### src/rtl/sha_pkg.sv
// package for the sha-256 hash unit: round constants, initial hash, state codes
// no dependencies
`default_nettype none
package sha_pkg;
	localparam int unsigned WordW = 32;

	typedef logic [WordW-1:0] word_t;

	typedef enum logic [5:0] {
		ST_IDLE   = 6'b000001,
		ST_PAD    = 6'b000010,
		ST_ROUND  = 6'b000100,
		ST_FOLD   = 6'b001000,
		ST_OUT    = 6'b010000,
		ST_CLEAR  = 6'b100000
	} state_t;

	localparam word_t InitHash [8] = '{
		32'h6a09e667, 32'hbb67ae85, 32'h3c6ef372, 32'ha54ff53a,
		32'h510e527f, 32'h9b05688c, 32'h1f83d9ab, 32'h5be0cd19
	};

	localparam word_t RoundK [64] = '{
		32'h428a2f98, 32'h71374491, 32'hb5c0fbcf, 32'he9b5dba5,
		32'h3956c25b, 32'h59f111f1, 32'h923f82a4, 32'hab1c5ed5,
		32'hd807aa98, 32'h12835b01, 32'h243185be, 32'h550c7dc3,
		32'h72be5d74, 32'h80deb1fe, 32'h9bdc06a7, 32'hc19bf174,
		32'he49b69c1, 32'hefbe4786, 32'h0fc19dc6, 32'h240ca1cc,
		32'h2de92c6f, 32'h4a7484aa, 32'h5cb0a9dc, 32'h76f988da,
		32'h983e5152, 32'ha831c66d, 32'hb00327c8, 32'hbf597fc7,
		32'hc6e00bf3, 32'hd5a79147, 32'h06ca6351, 32'h14292967,
		32'h27b70a85, 32'h2e1b2138, 32'h4d2c6dfc, 32'h53380d13,
		32'h650a7354, 32'h766a0abb, 32'h81c2c92e, 32'h92722c85,
		32'ha2bfe8a1, 32'ha81a664b, 32'hc24b8b70, 32'hc76c51a3,
		32'hd192e819, 32'hd6990624, 32'hf40e3585, 32'h106aa070,
		32'h19a4c116, 32'h1e376c08, 32'h2748774c, 32'h34b0bcb5,
		32'h391c0cb3, 32'h4ed8aa4a, 32'h5b9cca4f, 32'h682e6ff3,
		32'h748f82ee, 32'h78a5636f, 32'h84c87814, 32'h8cc70208,
		32'h90befffa, 32'ha4506ceb, 32'hbef9a3f7, 32'hc67178f2
	};

	function automatic word_t rotr(input word_t v, input int unsigned n);
		rotr = (v >> n) | (v << (WordW - n));
	endfunction
endpackage
`default_nettype wire

### src/rtl/sha256_message_hash_unit.sv
// sha-256 message hash unit: word intake, padding, 64-round compression, digest output
// depends on sha_pkg
// Message words are taken one per request while a block fills. When the
// sixteenth word of a block is in, the input stalls for the compression: one
// shared round unit runs 64 rounds, one a cycle, then a fold step adds the
// working variables into the chaining hash. On the last word the padding
// words go in one a cycle (up to two blocks, with a compression between
// them), then the eight digest words are offered on the master side, one per
// request; the next message is accepted after a clear state resets the hash.
`default_nettype none
module sha256_message_hash_unit
	import sha_pkg::*;
(
	input  wire         clk,
	input  wire         arst_n,
	input  wire         s_tvalid,
	output logic        s_tready,
	input  wire  [39:0] s_tdata,  // data_word[31:0], byte_count[34:32], zeros
	input  wire         s_tlast,  // last_word
	output logic        m_tvalid,
	input  wire         m_tready,
	output logic [39:0] m_tdata,  // digest_word[31:0], word_index[34:32], zeros
	output logic        m_tlast   // last_digest
);
	state_t      state_q;
	word_t       hash_q [8];
	word_t       var_q  [8];
	word_t       win_q  [16];
	logic [3:0]  fill_q;
	logic [63:0] bits_q;
	logic        marker_q;
	logic [5:0]  round_q;
	logic        final_q;
	logic [2:0]  out_q;
	state_t      after_q;

	// input word shaping
	logic [2:0] bytes;
	word_t      in_word;
	word_t      keep;
	always_comb begin
		bytes = (s_tdata[34:32] > 3'd4 || !s_tlast) ? 3'd4 : s_tdata[34:32];
		unique case (bytes)
			3'd0: keep = 32'h0;
			3'd1: keep = 32'hff000000;
			3'd2: keep = 32'hffff0000;
			3'd3: keep = 32'hffffff00;
			default: keep = 32'hffffffff;
		endcase
		if (bytes == 3'd4) begin
			in_word = s_tdata[31:0];
		end else begin
			in_word = (s_tdata[31:0] & keep) | (32'h80 << (5'd24 - {bytes[1:0], 3'b000}));
		end
	end

	// padding word for the current slot
	word_t pad_word;
	always_comb begin
		if (!marker_q) begin
			pad_word = 32'h80000000;
		end else if (fill_q == 4'd14) begin
			pad_word = bits_q[63:32];
		end else if (fill_q == 4'd15 && final_q) begin
			pad_word = bits_q[31:0];
		end else begin
			pad_word = '0;
		end
	end

	// shared round unit and schedule expansion
	word_t w15, w2, s0, s1, w_new, w_use, t1, t2, ea, eb, ch, maj;
	always_comb begin
		w15 = win_q[4'(round_q[3:0] + 4'd1)];
		w2  = win_q[4'(round_q[3:0] + 4'd14)];
		s0 = rotr(w15, 7) ^ rotr(w15, 18) ^ (w15 >> 3);
		s1 = rotr(w2, 17) ^ rotr(w2, 19) ^ (w2 >> 10);
		w_new = win_q[round_q[3:0]] + s0 + win_q[4'(round_q[3:0] + 4'd9)] + s1;
		w_use = (round_q < 6'd16) ? win_q[round_q[3:0]] : w_new;
		ea = rotr(var_q[4], 6) ^ rotr(var_q[4], 11) ^ rotr(var_q[4], 25);
		ch = (var_q[4] & var_q[5]) ^ (~var_q[4] & var_q[6]);
		t1 = var_q[7] + ea + ch + RoundK[round_q] + w_use;
		eb = rotr(var_q[0], 2) ^ rotr(var_q[0], 13) ^ rotr(var_q[0], 22);
		maj = (var_q[0] & var_q[1]) ^ (var_q[0] & var_q[2]) ^ (var_q[1] & var_q[2]);
		t2 = eb + maj;
	end

	assign s_tready = state_q == ST_IDLE;
	assign m_tvalid = state_q == ST_OUT;
	assign m_tdata  = {5'd0, out_q, hash_q[out_q]};
	assign m_tlast  = out_q == 3'd7;

	logic  push;
	word_t push_word;
	always_comb begin
		push = (state_q == ST_IDLE && s_tvalid) || state_q == ST_PAD;
		push_word = (state_q == ST_PAD) ? pad_word : in_word;
	end

	always_ff @(posedge clk) begin
		if (push) begin
			win_q[fill_q] <= push_word;
		end else if (state_q == ST_ROUND && round_q >= 6'd16) begin
			win_q[round_q[3:0]] <= w_new;
		end
		if (push && fill_q == 4'd15) begin
			for (int i = 0; i < 8; i++) var_q[i] <= hash_q[i];
		end else if (state_q == ST_ROUND) begin
			var_q[7] <= var_q[6];
			var_q[6] <= var_q[5];
			var_q[5] <= var_q[4];
			var_q[4] <= var_q[3] + t1;
			var_q[3] <= var_q[2];
			var_q[2] <= var_q[1];
			var_q[1] <= var_q[0];
			var_q[0] <= t1 + t2;
		end
	end

	always_ff @(posedge clk or negedge arst_n) begin
		if (!arst_n) begin
			state_q  <= ST_IDLE;
			after_q  <= ST_IDLE;
			for (int i = 0; i < 8; i++) hash_q[i] <= InitHash[i];
			fill_q   <= '0;
			bits_q   <= '0;
			marker_q <= 1'b0;
			round_q  <= '0;
			final_q  <= 1'b0;
			out_q    <= '0;
		end else begin
			if (push) begin
				fill_q <= 4'(fill_q + 4'd1);
			end
			unique case (state_q)
				ST_IDLE: begin
					if (s_tvalid) begin
						bits_q <= bits_q + 64'({bytes, 3'b000});
						if (bytes != 3'd4) marker_q <= 1'b1;
						final_q <= 1'b0;
						after_q <= s_tlast ? ST_PAD : ST_IDLE;
						if (fill_q == 4'd15) begin
							round_q <= '0;
							state_q <= ST_ROUND;
						end else if (s_tlast) begin
							state_q <= ST_PAD;
						end
					end
				end
				ST_PAD: begin
					marker_q <= 1'b1;
					// length high word went into slot 14, so slot 15 takes the low word
					final_q <= fill_q == 4'd14 && marker_q;
					if (fill_q == 4'd15) begin
						round_q <= '0;
						after_q <= final_q ? ST_OUT : ST_PAD;
						state_q <= ST_ROUND;
					end
				end
				ST_ROUND: begin
					round_q <= 6'(round_q + 6'd1);
					if (round_q == 6'd63) state_q <= ST_FOLD;
				end
				ST_FOLD: begin
					for (int i = 0; i < 8; i++) hash_q[i] <= hash_q[i] + var_q[i];
					out_q   <= '0;
					state_q <= after_q;
				end
				ST_OUT: begin
					if (m_tready) begin
						out_q <= 3'(out_q + 3'd1);
						if (out_q == 3'd7) state_q <= ST_CLEAR;
					end
				end
				ST_CLEAR: begin
					for (int i = 0; i < 8; i++) hash_q[i] <= InitHash[i];
					fill_q   <= '0;
					bits_q   <= '0;
					marker_q <= 1'b0;
					final_q  <= 1'b0;
					after_q  <= ST_IDLE;
					state_q  <= ST_IDLE;
				end
				default: state_q <= ST_IDLE;
			endcase
		end
	end
endmodule
`default_nettype wire

### config.mk
export PLATFORM = sky130hd
export DESIGN_NAME = sha256_message_hash_unit
export DESIGN_NICKNAME = d
export VERILOG_FILES = /design/src/rtl/sha_pkg.sv /design/src/rtl/sha256_message_hash_unit.sv
export SDC_FILE = /design/constraint.sdc
export NUM_CORES = 2
export LEC_CHECK = 0
export ABC_AREA = 1
export ABC_CLOCK_PERIOD_IN_PS = 13900
export BUFFER_PORTS_ARGS = -buffer_cell sky130_fd_sc_hd__buf_2
export CORE_ASPECT_RATIO = 1.2
export CORE_UTILIZATION = 41
export CTS_CLUSTER_DIAMETER = 30
export DETAILED_ROUTE_END_ITERATION = 10
export HOLD_SLACK_MARGIN = 0.15
export SKIP_CTS_REPAIR_TIMING = 1
export SYNTH_ARGS = -nofsm -noshare
export SYNTH_HDL_FRONTEND = slang
export SYNTH_SLANG_ARGS = --single-unit
### constraint.sdc
create_clock -name clk -period 13.9 [get_ports clk]
set_input_delay 2.78 -clock clk [delete_from_list [all_inputs] [get_ports clk]]
set_output_delay 2.78 -clock clk [all_outputs]
set_load 0.05 [all_outputs]
==> flow_metrics.tcl <==
set metrics [dict create \
    vias_per_cell 5.87 \
    rsz0062_at_grt "false" \
    critPathRequiredTime_ps 14610 \
    grt_max_degree 216 \
    ys_seq_area_share_pct 37.8 \
    nNetsFinal 11388 \
    hold_ws_ps 464 \
    track_usage_pct 33.5 \
    synth_top_cells_by_count "2,017 x nand2_1, 1,455 x o21ai_0, 1,322 x inv_1" \
    port_buffers 77 \
    synthFlopType "edfxtp_1" \
    die_area_um2 207000 \
    grt_pass1_vias 78861 \
    first_iter_violations 8052 \
    ys.warnings.count 0 \
    synth-seq-cells 1109 \
    htreeDepth 5 \
    setup_viol 0 \
    vias 79986 \
    cts-buffers-inserted 304 \
    syn2layout_area_growth_pct 16.9 \
    maxSlewHeadroom_pct 8.69 \
    root_buffer "clkbuf_16" \
    clock_latency_ps 970 \
    crit_arrival_ps 13880 \
    ys_types 76 \
    post-dp-hpwl_um 257000 \
    fmax_mhz 75.9 \
    ant_nets 0 \
    criticalPathCategory "register to register" \
    die_h_um 498 \
    grt-ovfl-total 0 \
    synth_area_leader_cell "edfxtp_1" \
    route.detailed.drc 0 \
    place.gp.congestion 1.07 \
    dr.pass1.iters 8 \
    antenna_found_initial 4 \
    finalCritPeriodShare_pct 94.8 \
    core-area_um2 203000 \
    slowest_stage "o21ai_0" \
    worst_setup_path_start_kind "register" \
    crit_top_cell "nand2_1" \
    cts_tree "done" \
    status "finished clean" \
    skew_ps 81.0 \
    drt-total-wl_um 354000 \
    max_stage_delay_ps 740 \
    tightestPinTransition_ps 1360 \
    async_flop_share_pct 30.7 \
    synth_area_leaders "edfxtp_1 27%, nand2_1 9.0%, o21ai_0 8.7%" \
    grt_pass1_wl_um 512000 \
    postSynthCellCount 10613 \
    crit_fanout 13 \
    maxCapViolCount 0 \
    hold_viol 0 \
    hp-class "register to register" \
    tns_ps 0 \
    synth_area_um2 84000 \
    die_w_um 415 \
    clk_pin_slew_ps 50 \
    synth_most_common_cell "nand2_1" \
    cp-end-kind "register" \
    slew_viol_final 0 \
    drive_gt1_share_pct 9.69 \
    clk_path_buf_depth 4 \
    cts.sinks 1109 \
    syn-mean-instance-area_um2 7.91 \
    wl_per_cell_um 26.0 \
    fin_crit_ps 13180 \
    synth-edff-count 768 \
    rows 181 \
    synth_top_area_share_pct 27.5 \
    initial_core_util_pct 41.3 \
    io_pins 88 \
]
cell usage in the layout (no fill, tap or decap), drive strengths merged, types with 13 or more instances in the layout:
cell	n
dfstp	138
o21bai	58
nor4	56
nor2	710
inv	1352
o21ai	1460
dfrtp	203
fa	197
nor3	103
a21oi	898
o31ai	29
xnor2	184
a31oi	118
a21o	29
or2	32
a211oi	13
o32ai	22
nand4	55
o21a	34
a22oi	23
mux2i	78
bufinv	40
clkbuf	379
buf	347
o211ai	120
o221ai	32
xor2	272
clkinv	77
a221oi	30
edfxtp	768
nand2	2020
ha	410
clkinvlp	26
o22ai	200
nand3	356
registers in the layout (all words and copies together), names as in the netlist:
name	cells
var_q	256
state_q	6
fill_q	4
win_q	512
round_q	6
marker_q	1
hash_q	256
final_q	1
after_q	3
bits_q	61
out_q	3
routing by layer:
metal | global-route usage [%] | share of wire [%] | vias to the layer above
met2 | 56.5 | 48 | 3948
met4 | 29.0 | 9.9 | 4
li1 | - | - | 36581
met3 | 5.27 | 7.3 | 1238
met5 | 0 | 0.0090 | -
met1 | 36.9 | 35 | 38215
path summary, 6_finish.rpt:
check / startpoint / to / cells past startpoint / slack, ps
setup / recovery: round_q[1] / var_q[0][30] / 53 / 720
hold / removal: bits_q[37] / bits_q[37] / 1 / 460
setup reg to reg: round_q[1] / var_q[0][30] / 53 / 720
hold reg to reg: bits_q[37] / bits_q[37] / 1 / 460
max in group asynchronous: arst_n / bits_q[60] / 3 / 9680
min in group asynchronous: arst_n / hash_q[218] / 1 / 1870
critical path, delay by kind of cell, from the launching register on:
kind	cells	cell delay (ps)
flops	1	590
compound gates	10	2710
fa+ha+maj	12	4800
simple gates	17	2040
buf+inv	10	1560
xor+xnor	4	1280
area by class of cell:
class	count	area, um^2
clock inverter	154	1930
fill	19449	105000
inverter	1341	5060
sequential	1109	31800
multi-input combinational	7633	45300
timing repair buffer	347	2660
antenna	2	5.00
clock buffer	379	8160
tap	2653	3320
metrics by stage:
step           util (%)  area, um^2  instances  setup slack, ps
2_1_floorplan         -       84000      10617             2150
3_3_place_gp       43.4       88100      13083              972
3_5_place_dp       43.4       88100      13083             1050
4_1_cts            48.3       98200      13616             1040
5_1_grt            48.3       98200      13617              220
6_report           48.3       98200      13618              723
logic make-up after synthesis:
family          Yosys count  synth area share [%]
fa+ha+maj               611                  10.9
compound gates         3139                  20.8
xor+xnor                456                  4.76
simple gates           3344                  16.3
other cells               1               0.00447
flops                  1109                  37.8
mux                      78                 0.930
buf+inv                1875                  8.56
Power is left out: the tool's default activity adds up to more than one toggle a clock period on the data nets, which glitch-free logic cannot reach.
